[src/rtl/four_channel_led_fade_controller_core_macros.svh]
// assertion macros for the four channel led fade controller core
`ifndef FOUR_CHANNEL_LED_FADE_CONTROLLER_CORE_MACROS_SVH
`define FOUR_CHANNEL_LED_FADE_CONTROLLER_CORE_MACROS_SVH

// condition holds at every clock edge outside reset
`define LEDFC_ASSERT_ALWAYS(lbl, cond, msg) \
    lbl: assert property (@(posedge aclk) disable iff (!aresetn) (cond)) else $error(msg);

// consequent holds in the cycle after the antecedent
`define LEDFC_ASSERT_NEXT(lbl, ante, cons, msg) \
    lbl: assert property (@(posedge aclk) disable iff (!aresetn) (ante) |=> (cons)) \
        else $error(msg);

`endif

[src/rtl/ledfc_pkg.sv]
// shared constants, types and helpers of the led fade controller
package ledfc_pkg;

    // level width of every channel
    localparam int LEVEL_BITS = 16;
    localparam int NUM_CHANNELS = 4;
    localparam int CH_WARM = 0;

    // warm level squared
    localparam int SQ_BITS = 2 * LEVEL_BITS;

    // floor(x / 1000) as floor((x >> 3) / 125), exact for a 32-bit square
    localparam int RECIP_BITS = 30;
    localparam logic [RECIP_BITS-1:0] RECIP_125 = 30'd549755814;
    localparam int RECIP_SHIFT = 36;
    localparam logic [15:0] RATE_OFFSET = 16'd200;

    // divide by five through a reciprocal, exact over the level range
    localparam int DIV5_SHIFT = LEVEL_BITS + 2;
    localparam logic [LEVEL_BITS:0] DIV5_MULT = (LEVEL_BITS + 1)'(((2 ** DIV5_SHIFT) + 4) / 5);

    // command codes
    localparam logic [3:0] CMD_TICK        = 4'd0;
    localparam logic [3:0] CMD_PERIOD      = 4'd1;
    localparam logic [3:0] CMD_CYCLE_MODE  = 4'd2;
    localparam logic [3:0] CMD_SET_WARM    = 4'd3;
    localparam logic [3:0] CMD_SET_RGB     = 4'd4;
    localparam logic [3:0] CMD_WARM_OFF    = 4'd5;
    localparam logic [3:0] CMD_ALL_OFF     = 4'd6;
    localparam logic [3:0] CMD_ENTER_SETUP = 4'd7;
    localparam logic [3:0] CMD_EXIT_SETUP  = 4'd8;
    localparam logic [3:0] CMD_FLASH       = 4'd9;

    // light modes
    localparam logic [2:0] MODE_SLEEP  = 3'd0;
    localparam logic [2:0] MODE_M0     = 3'd1;
    localparam logic [2:0] MODE_M1     = 3'd2;
    localparam logic [2:0] MODE_BREATH = 3'd3;
    localparam logic [2:0] MODE_SETUP  = 3'd4;

    // configuration register indexes
    localparam int CFG_INDEX_BITS = 2;
    localparam logic [CFG_INDEX_BITS-1:0] REG_MAX_BRIGHTNESS = 2'd0;
    localparam logic [CFG_INDEX_BITS-1:0] REG_MIN_BRIGHTNESS = 2'd1;
    localparam logic [CFG_INDEX_BITS-1:0] REG_DEFAULT_RATE   = 2'd2;

    // reset values of the configuration registers
    localparam logic [15:0] MAX_BRIGHTNESS_RESET = 16'd1000;
    localparam logic [15:0] MIN_BRIGHTNESS_RESET = 16'd10;
    localparam logic [15:0] DEFAULT_RATE_RESET   = 16'd1000;

    // per-channel update request
    typedef struct packed {
        logic                  step;
        logic                  load_tgt;
        logic [LEVEL_BITS-1:0] tgt_val;
        logic                  clr_cur;
        logic                  load_drv;
        logic [LEVEL_BITS-1:0] drv_val;
    } chan_ctl_t;

    // per-channel levels, present and next
    typedef struct packed {
        logic [LEVEL_BITS-1:0] cur;
        logic [LEVEL_BITS-1:0] tgt;
        logic [LEVEL_BITS-1:0] cur_next;
        logic [LEVEL_BITS-1:0] drv_next;
    } chan_stat_t;

    function automatic logic [LEVEL_BITS-1:0] div5(input logic [LEVEL_BITS-1:0] x);
        logic [2*LEVEL_BITS:0] prod;
        prod = x * DIV5_MULT;
        return LEVEL_BITS'(prod >> DIV5_SHIFT);
    endfunction

endpackage

[src/rtl/four_channel_led_fade_controller_core.sv]
// top level of the four channel led fade controller
// Takes one command item per cycle on the s_ stream while s_tready is high and returns one
// result item per command on the m_ stream: the item passes an input register, then one
// pass of update logic writes the channel levels, mode, tick rate and the result register
// together. With m_tready held high an item is taken every cycle; while a result waits the
// input register takes one more item and then holds s_tready low. The period command's rate
// comes from a registered square of the warm level, kept current on every level change, times
// a reciprocal of 1000 plus 200, or is the default rate when the new warm target is zero.
// Configuration writes are taken at any time (cfg_ready is always high) and are meant for
// idle periods. No clearing pass follows reset.
module four_channel_led_fade_controller_core (
    input  logic        aclk,
    input  logic        aresetn,
    // input items
    input  logic        s_tvalid,
    output logic        s_tready,
    input  logic [47:0] s_tdata,   // value_a[15:0], value_b[31:16], value_c[47:32]
    input  logic [3:0]  s_tuser,   // command[3:0]
    // result items
    output logic        m_tvalid,
    input  logic        m_tready,
    // warm_drive[15:0], red_drive[31:16], green_drive[47:32], blue_drive[63:48],
    // tick_rate[79:64], light_mode_out[82:80], zero fill[87:83]
    output logic [87:0] m_tdata,
    // configuration writes
    input  logic        cfg_valid,
    output logic        cfg_ready,
    input  logic [ledfc_pkg::CFG_INDEX_BITS-1:0] cfg_index,
    input  logic [15:0] cfg_data
);

    `include "four_channel_led_fade_controller_core_macros.svh"

    localparam int L = ledfc_pkg::LEVEL_BITS;
    localparam int NCH = ledfc_pkg::NUM_CHANNELS;
    localparam int W = ledfc_pkg::CH_WARM;

    // configuration registers
    logic [15:0]  max_reg, min_reg, def_rate_reg;
    logic [L-1:0] max_div5_reg;

    // input register
    logic         in_valid_reg, in_valid_next;
    logic [3:0]   in_cmd_reg;
    logic [L-1:0] in_a_reg, in_b_reg, in_c_reg;

    // result register
    logic         out_valid_reg, out_valid_next;
    logic [87:0]  out_data_reg, out_data_next;

    // block state
    logic [2:0]   mode_reg, mode_next;
    logic [2:0]   saved_reg, saved_next;
    logic [15:0]  rate_reg, rate_next;
    logic         flash_reg, flash_next;
    logic [ledfc_pkg::SQ_BITS-1:0] sq_reg, sq_next;

    ledfc_pkg::chan_ctl_t  ctl [NCH];
    ledfc_pkg::chan_stat_t stat [NCH];

    logic advance;
    logic [L-1:0] maxl, minl, max_half;
    logic [3:0]   mode_inc;
    logic [2:0]   mode_cycled;
    logic [L-1:0] warm_tgt_new;
    logic [ledfc_pkg::SQ_BITS-4:0] sq_div8;
    logic [ledfc_pkg::SQ_BITS-4+ledfc_pkg::RECIP_BITS:0] rate_prod;
    logic [15:0]  rate_calc;
    logic [ledfc_pkg::SQ_BITS-1:0] sq_check;

    // handshake and flow through the two registers
    assign advance        = in_valid_reg && (!out_valid_reg || m_tready);
    assign s_tready       = !in_valid_reg || advance;
    assign m_tvalid       = out_valid_reg;
    assign m_tdata        = out_data_reg;
    assign cfg_ready      = 1'b1;
    assign in_valid_next  = (s_tvalid && s_tready) ? 1'b1 : (advance ? 1'b0 : in_valid_reg);
    assign out_valid_next = advance ? 1'b1 : (m_tready ? 1'b0 : out_valid_reg);

    // level views of the configuration
    assign maxl     = max_reg[L-1:0];
    assign minl     = min_reg[L-1:0];
    assign max_half = maxl >> 1;

    // rate from the registered warm square
    assign sq_div8   = sq_reg[ledfc_pkg::SQ_BITS-1:3];
    assign rate_prod = sq_div8 * ledfc_pkg::RECIP_125;
    assign rate_calc = 16'(rate_prod >> ledfc_pkg::RECIP_SHIFT) + ledfc_pkg::RATE_OFFSET;

    // next mode when cycling
    assign mode_inc    = {1'b0, mode_reg} + 4'd1;
    assign mode_cycled = (mode_inc >= {1'b0, ledfc_pkg::MODE_SETUP}) ?
                         ledfc_pkg::MODE_SLEEP : mode_inc[2:0];

    // breathing toggle of the warm target
    always_comb begin
        warm_tgt_new = stat[W].tgt;
        if (mode_reg == ledfc_pkg::MODE_BREATH && stat[W].cur == stat[W].tgt) begin
            warm_tgt_new = (stat[W].tgt == maxl) ? '0 : maxl;
        end
    end

    // command decode
    always_comb begin
        for (int i = 0; i < NCH; i++) begin
            ctl[i] = '0;
        end
        mode_next  = mode_reg;
        saved_next = saved_reg;
        rate_next  = rate_reg;
        flash_next = flash_reg;
        if (advance) begin
            case (in_cmd_reg)
                ledfc_pkg::CMD_TICK: begin
                    if (mode_reg != ledfc_pkg::MODE_SETUP) begin
                        for (int i = 0; i < NCH; i++) begin
                            ctl[i].step = 1'b1;
                        end
                    end
                end
                ledfc_pkg::CMD_PERIOD: begin
                    ctl[W].load_tgt = 1'b1;
                    ctl[W].tgt_val  = warm_tgt_new;
                    rate_next = (warm_tgt_new != '0) ? rate_calc : def_rate_reg;
                end
                ledfc_pkg::CMD_CYCLE_MODE: begin
                    mode_next = mode_cycled;
                    if (mode_cycled != ledfc_pkg::MODE_BREATH) begin
                        for (int i = 0; i < NCH; i++) begin
                            ctl[i].load_tgt = 1'b1;
                        end
                        if (mode_cycled == ledfc_pkg::MODE_M0) begin
                            ctl[W].tgt_val = max_div5_reg;
                        end else if (mode_cycled == ledfc_pkg::MODE_M1) begin
                            ctl[W].tgt_val = maxl;
                        end
                    end
                end
                ledfc_pkg::CMD_SET_WARM: begin
                    for (int i = 0; i < NCH; i++) begin
                        ctl[i].load_tgt = 1'b1;
                    end
                    ctl[W].tgt_val = (in_a_reg < minl) ? minl : in_a_reg;
                end
                ledfc_pkg::CMD_SET_RGB: begin
                    for (int i = 0; i < NCH; i++) begin
                        ctl[i].load_tgt = 1'b1;
                    end
                    if (in_a_reg == '0 && in_b_reg == '0 && in_c_reg == '0) begin
                        ctl[1].tgt_val = minl;
                        ctl[2].tgt_val = minl;
                        ctl[3].tgt_val = minl;
                    end else begin
                        ctl[1].tgt_val = in_a_reg;
                        ctl[2].tgt_val = in_b_reg;
                        ctl[3].tgt_val = in_c_reg;
                    end
                end
                ledfc_pkg::CMD_WARM_OFF: begin
                    ctl[W].load_tgt = 1'b1;
                end
                ledfc_pkg::CMD_ALL_OFF: begin
                    for (int i = 0; i < NCH; i++) begin
                        ctl[i].load_tgt = 1'b1;
                    end
                    mode_next = ledfc_pkg::MODE_SLEEP;
                end
                ledfc_pkg::CMD_ENTER_SETUP: begin
                    saved_next = mode_reg;
                    mode_next  = ledfc_pkg::MODE_SETUP;
                    for (int i = 0; i < NCH; i++) begin
                        ctl[i].load_drv = 1'b1;
                    end
                end
                ledfc_pkg::CMD_EXIT_SETUP: begin
                    mode_next = saved_reg;
                    for (int i = 0; i < NCH; i++) begin
                        ctl[i].load_drv = 1'b1;
                        ctl[i].clr_cur  = 1'b1;
                    end
                end
                ledfc_pkg::CMD_FLASH: begin
                    ctl[W].load_drv = 1'b1;
                    ctl[W].drv_val  = flash_reg ? max_half : '0;
                    flash_next      = !flash_reg;
                end
                default: begin
                end
            endcase
        end
    end

    // fade channels: warm, red, green, blue
    for (genvar g = 0; g < NCH; g++) begin : g_chan
        ledfc_chan u_chan (
            .aclk    (aclk),
            .aresetn (aresetn),
            .ctl     (ctl[g]),
            .stat    (stat[g])
        );
    end

    // square of the warm level, tracked alongside it
    assign sq_next = stat[W].cur_next * stat[W].cur_next;

    // result item built from the updated state
    always_comb begin
        out_data_next = out_data_reg;
        if (advance) begin
            out_data_next = {5'd0, mode_next, rate_next,
                             16'(stat[3].drv_next), 16'(stat[2].drv_next),
                             16'(stat[1].drv_next), 16'(stat[0].drv_next)};
        end
    end

    // control and state registers
    always_ff @(posedge aclk) begin
        if (!aresetn) begin
            in_valid_reg  <= 1'b0;
            out_valid_reg <= 1'b0;
            mode_reg      <= ledfc_pkg::MODE_SLEEP;
            saved_reg     <= ledfc_pkg::MODE_SLEEP;
            rate_reg      <= ledfc_pkg::DEFAULT_RATE_RESET;
            flash_reg     <= 1'b1;
            sq_reg        <= '0;
        end else begin
            in_valid_reg  <= in_valid_next;
            out_valid_reg <= out_valid_next;
            mode_reg      <= mode_next;
            saved_reg     <= saved_next;
            rate_reg      <= rate_next;
            flash_reg     <= flash_next;
            sq_reg        <= sq_next;
        end
    end

    // configuration registers
    always_ff @(posedge aclk) begin
        if (!aresetn) begin
            max_reg      <= ledfc_pkg::MAX_BRIGHTNESS_RESET;
            min_reg      <= ledfc_pkg::MIN_BRIGHTNESS_RESET;
            def_rate_reg <= ledfc_pkg::DEFAULT_RATE_RESET;
            max_div5_reg <= ledfc_pkg::div5(ledfc_pkg::MAX_BRIGHTNESS_RESET[L-1:0]);
        end else if (cfg_valid && cfg_ready) begin
            case (cfg_index)
                ledfc_pkg::REG_MAX_BRIGHTNESS: begin
                    max_reg      <= cfg_data;
                    max_div5_reg <= ledfc_pkg::div5(cfg_data[L-1:0]);
                end
                ledfc_pkg::REG_MIN_BRIGHTNESS: begin
                    min_reg <= cfg_data;
                end
                ledfc_pkg::REG_DEFAULT_RATE: begin
                    def_rate_reg <= cfg_data;
                end
                default: begin
                end
            endcase
        end
    end

    // input payload register
    always_ff @(posedge aclk) begin
        if (s_tvalid && s_tready) begin
            in_cmd_reg <= s_tuser;
            in_a_reg   <= s_tdata[L-1:0];
            in_b_reg   <= s_tdata[16+L-1:16];
            in_c_reg   <= s_tdata[32+L-1:32];
        end
    end

    // result payload register
    always_ff @(posedge aclk) begin
        out_data_reg <= out_data_next;
    end

    // checks
    assign sq_check = stat[W].cur * stat[W].cur;

    `LEDFC_ASSERT_NEXT(a_advance_fills_out, advance, out_valid_reg, "item lost between stages")
    `LEDFC_ASSERT_ALWAYS(a_square_tracks_warm, sq_reg == sq_check, "warm square out of step")
    `LEDFC_ASSERT_NEXT(a_exit_clears_levels,
        advance && in_cmd_reg == ledfc_pkg::CMD_EXIT_SETUP,
        stat[0].cur == '0 && stat[1].cur == '0 && stat[2].cur == '0 && stat[3].cur == '0,
        "exit setup left a current level")

endmodule

[src/rtl/ledfc_chan.sv]
// one fade channel: current, target and drive levels
module ledfc_chan (
    input  logic                   aclk,
    input  logic                   aresetn,
    input  ledfc_pkg::chan_ctl_t   ctl,
    output ledfc_pkg::chan_stat_t  stat
);

    logic [ledfc_pkg::LEVEL_BITS-1:0] cur_reg, cur_next;
    logic [ledfc_pkg::LEVEL_BITS-1:0] tgt_reg, tgt_next;
    logic [ledfc_pkg::LEVEL_BITS-1:0] drv_reg, drv_next;

    // fade step toward target, then direct loads
    always_comb begin
        cur_next = cur_reg;
        tgt_next = tgt_reg;
        drv_next = drv_reg;
        if (ctl.step) begin
            if (cur_reg > tgt_reg) begin
                cur_next = cur_reg - 1'b1;
                drv_next = cur_reg - 1'b1;
            end else if (cur_reg < tgt_reg) begin
                cur_next = cur_reg + 1'b1;
                drv_next = cur_reg + 1'b1;
            end
        end
        if (ctl.clr_cur) begin
            cur_next = '0;
        end
        if (ctl.load_drv) begin
            drv_next = ctl.drv_val;
        end
        if (ctl.load_tgt) begin
            tgt_next = ctl.tgt_val;
        end
    end

    // level registers
    always_ff @(posedge aclk) begin
        if (!aresetn) begin
            cur_reg <= '0;
            tgt_reg <= '0;
            drv_reg <= '0;
        end else begin
            cur_reg <= cur_next;
            tgt_reg <= tgt_next;
            drv_reg <= drv_next;
        end
    end

    assign stat.cur      = cur_reg;
    assign stat.tgt      = tgt_reg;
    assign stat.cur_next = cur_next;
    assign stat.drv_next = drv_next;

endmodule
[config.mk]
export PLATFORM = sky130hd
export DESIGN_NAME = four_channel_led_fade_controller_core
export DESIGN_NICKNAME = d
export VERILOG_FILES = /design/src/rtl/ledfc_pkg.sv /design/src/rtl/four_channel_led_fade_controller_core.sv /design/src/rtl/ledfc_chan.sv
export VERILOG_INCLUDE_DIRS = /design/src /design/src/rtl
export SDC_FILE = /design/constraint.sdc
export NUM_CORES = 2
export LEC_CHECK = 0
export BUFFER_PORTS_ARGS = -buffer_cell sky130_fd_sc_hd__buf_2
export CORE_MARGIN = 2
export CORE_UTILIZATION = 40
export CTS_BUF_LIST = sky130_fd_sc_hd__clkbuf_8
export DETAILED_ROUTE_END_ITERATION = 10
export GPL_ROUTABILITY_DRIVEN = 0
export SYNTH_ARGS = -nofsm -noshare
export SYNTH_HDL_FRONTEND = slang
export SYNTH_HIERARCHICAL = 1
export SYNTH_SLANG_ARGS = --single-unit
[constraint.sdc]
create_clock -name aclk -period 22.9 [get_ports aclk]
set_input_delay 2.29 -clock aclk [delete_from_list [all_inputs] [get_ports aclk]]
set_output_delay 2.29 -clock aclk [all_outputs]
set_load 0.01 [all_outputs]
==> results.cfg <==
[setup_path]
r2r_slack_ns = 12.99
crit_top_cell = inv_1
critPathKind = in -> reg
endpoint_kind = flop
cp.required_ns = 23.41
max_stage_delay_ns = 0.60
startpoint_type = input pin
cp_max_fo = 60
cp_slowest_cell = buf_4
cp.arrival_ns = 11.45

[grt]
grt_start_max_net_pins = 71
use_met1_pct = 28.6
antenna_found_initial = 11
gr-max-usage-layer = met2
grt_pass1_vias = 38500
grt_overflow = 0
grt_first_pass_wirelength_um = 214000
use_met2_pct = 36.2
use_met3_pct = 2.89
grt_usage_pct = 21.4

[finish]
final_cell_mix = inv_1 (978), ha_1 (659), nand2_1 (510), fa_1 (508), dfxtp_1 (308)
final_common_cell = inv_1
synthToLayoutAreaGrowth_pct = 8.43
largest_register_ffs = 83
design_area_mm2 = 0.0535
finalNonFillerCells = 7187
drive_above_1_share_pct = 8.63
final_nets = 6737

[power_and_ir_drop]
leakagePower_nw = 25.9
internal_power_mw = 1.59
clkPwrFrac_pct = 31.6
ir_drop_v = 0.0000734
p_seq_share_pct = 35.5
p_sw_mw = 0.856
swShare_pct = 35.0
p_per_area_mw_per_mm2 = 45.7
pwr-share-comb_pct = 32.8

[route]
first_pass_iters = 8
viasPerCell = 5.26
drt-total-wl_um = 134000
drc = 0
drtIter0Drc = 3023
via_count = 37800
ant_nets = 0
wire_per_inst_um = 18.7

[placed_design]
dpl_cell_area_mm2 = 0.0518
place_inst = 7040
port_buffers = 159
detailed_place_hpwl_um = 107000

[clocking]
path_clk_slew_ns = 0.06
numCtsBuffers = 78
clock_latency_ns = 0.70
root_buffer = clkbuf_8
cts_tree = yes
cts.htree.levels = 3
postCtsSetupRepairBufs = 0
clock_path_buffers = 3
cts_hold_buffers = 0
cts_resized = 0
clock_sinks = 443

[sta]
fmax_mhz = 91.4
rsz0062_at_grt = no
final_max_slew_viol_count = 0
slew_headroom_pct = 17.6
setup_violations = 0
fin_skew_ns = 0.0516
worst_pin_slew_ns = 1.22
finalHoldViolCount = 0
min_period_ns = 10.94
fin_crit_sh_pct = 47.8
tns_ns = 0

[die]
dieArea_mm2 = 0.126
die_h_um = 355
placementRows = 128
core_mm2 = 0.122
initial_core_util_pct = 40.4
die_x_um = 355
ioPinCount = 166

[hold_path]
hold_path.class = reg -> reg

[run_status]
status = complete, no violations

[yosys]
synthCells = 5326
netlist_area_mm2 = 0.0494
ys_warn_count = 6
synth.avg_cell_area_um2 = 9.27

[job]
maxCapViolCount = 0
## layer usage
| metal | routed length, um | part of all wire, % |
|---|---|---|
| met4 | 3190 | 2.4 |
| met2 | 64400 | 48 |
| met1 | 59400 | 44 |
| met5 | 27 | 0.020 |
| met3 | 7090 | 5.3 |
## worst max-delay path, delay by kind of cell
kind	cells	cell delay, ns
fa+ha+maj	7	3.39
compound gates	6	2.03
simple gates	8	1.73
buf+inv	9	1.04
mux	2	0.76
xor+xnor	1	0.17
## power by group through the flow
stage | sequential (mW) | combinational [mW] | clock, mW
4_1_cts | 0.869 | 0.811 | 0.797
5_1_grt | 0.872 | 0.919 | 0.829
6_report | 0.870 | 0.803 | 0.774
3_5_place_dp | 0.886 | 0.803 | 0
3_3_place_gp | 0.886 | 0.793 | 0
2_1_floorplan | 0.874 | 0.594 | 0
## metrics by stage
stage               power, mW  util [%]  worst slack, ns  hold slack (ns)
global route             2.62      43.9            11.58            0.479
detailed placement       1.69      42.5            11.43            0.445
global placement         1.68      42.5            11.55            0.440
finish                   2.45      43.9            11.96            0.453
CTS                      2.48      43.8            12.14            0.454
floorplan                1.47         -            12.53            0.431
## final cells by class
cell class | instances | area (um2)
Clock inverter | 55 | 422
Tap cell | 1625 | 2030
Clock buffer | 90 | 1240
Sequential cell | 443 | 10200
Inverter | 959 | 3600
Timing Repair Buffer | 203 | 1130
Antenna cell | 2 | 5.00
Fill cell | 12100 | 68500
Multi-Input combinational cell | 3810 | 34900
## path summary, 6_finish.rpt
kind,from,to,cells after the start
setup / recovery,m_tready,sq_reg[30],33
hold / removal,def_rate_reg[14],def_rate_reg[14],2
setup reg to reg,g_chan[0].u_chan/tgt_reg[10],sq_reg[30],28
hold reg to reg,def_rate_reg[14],def_rate_reg[14],2
Note: power is estimated with default switching activity, not from simulation.
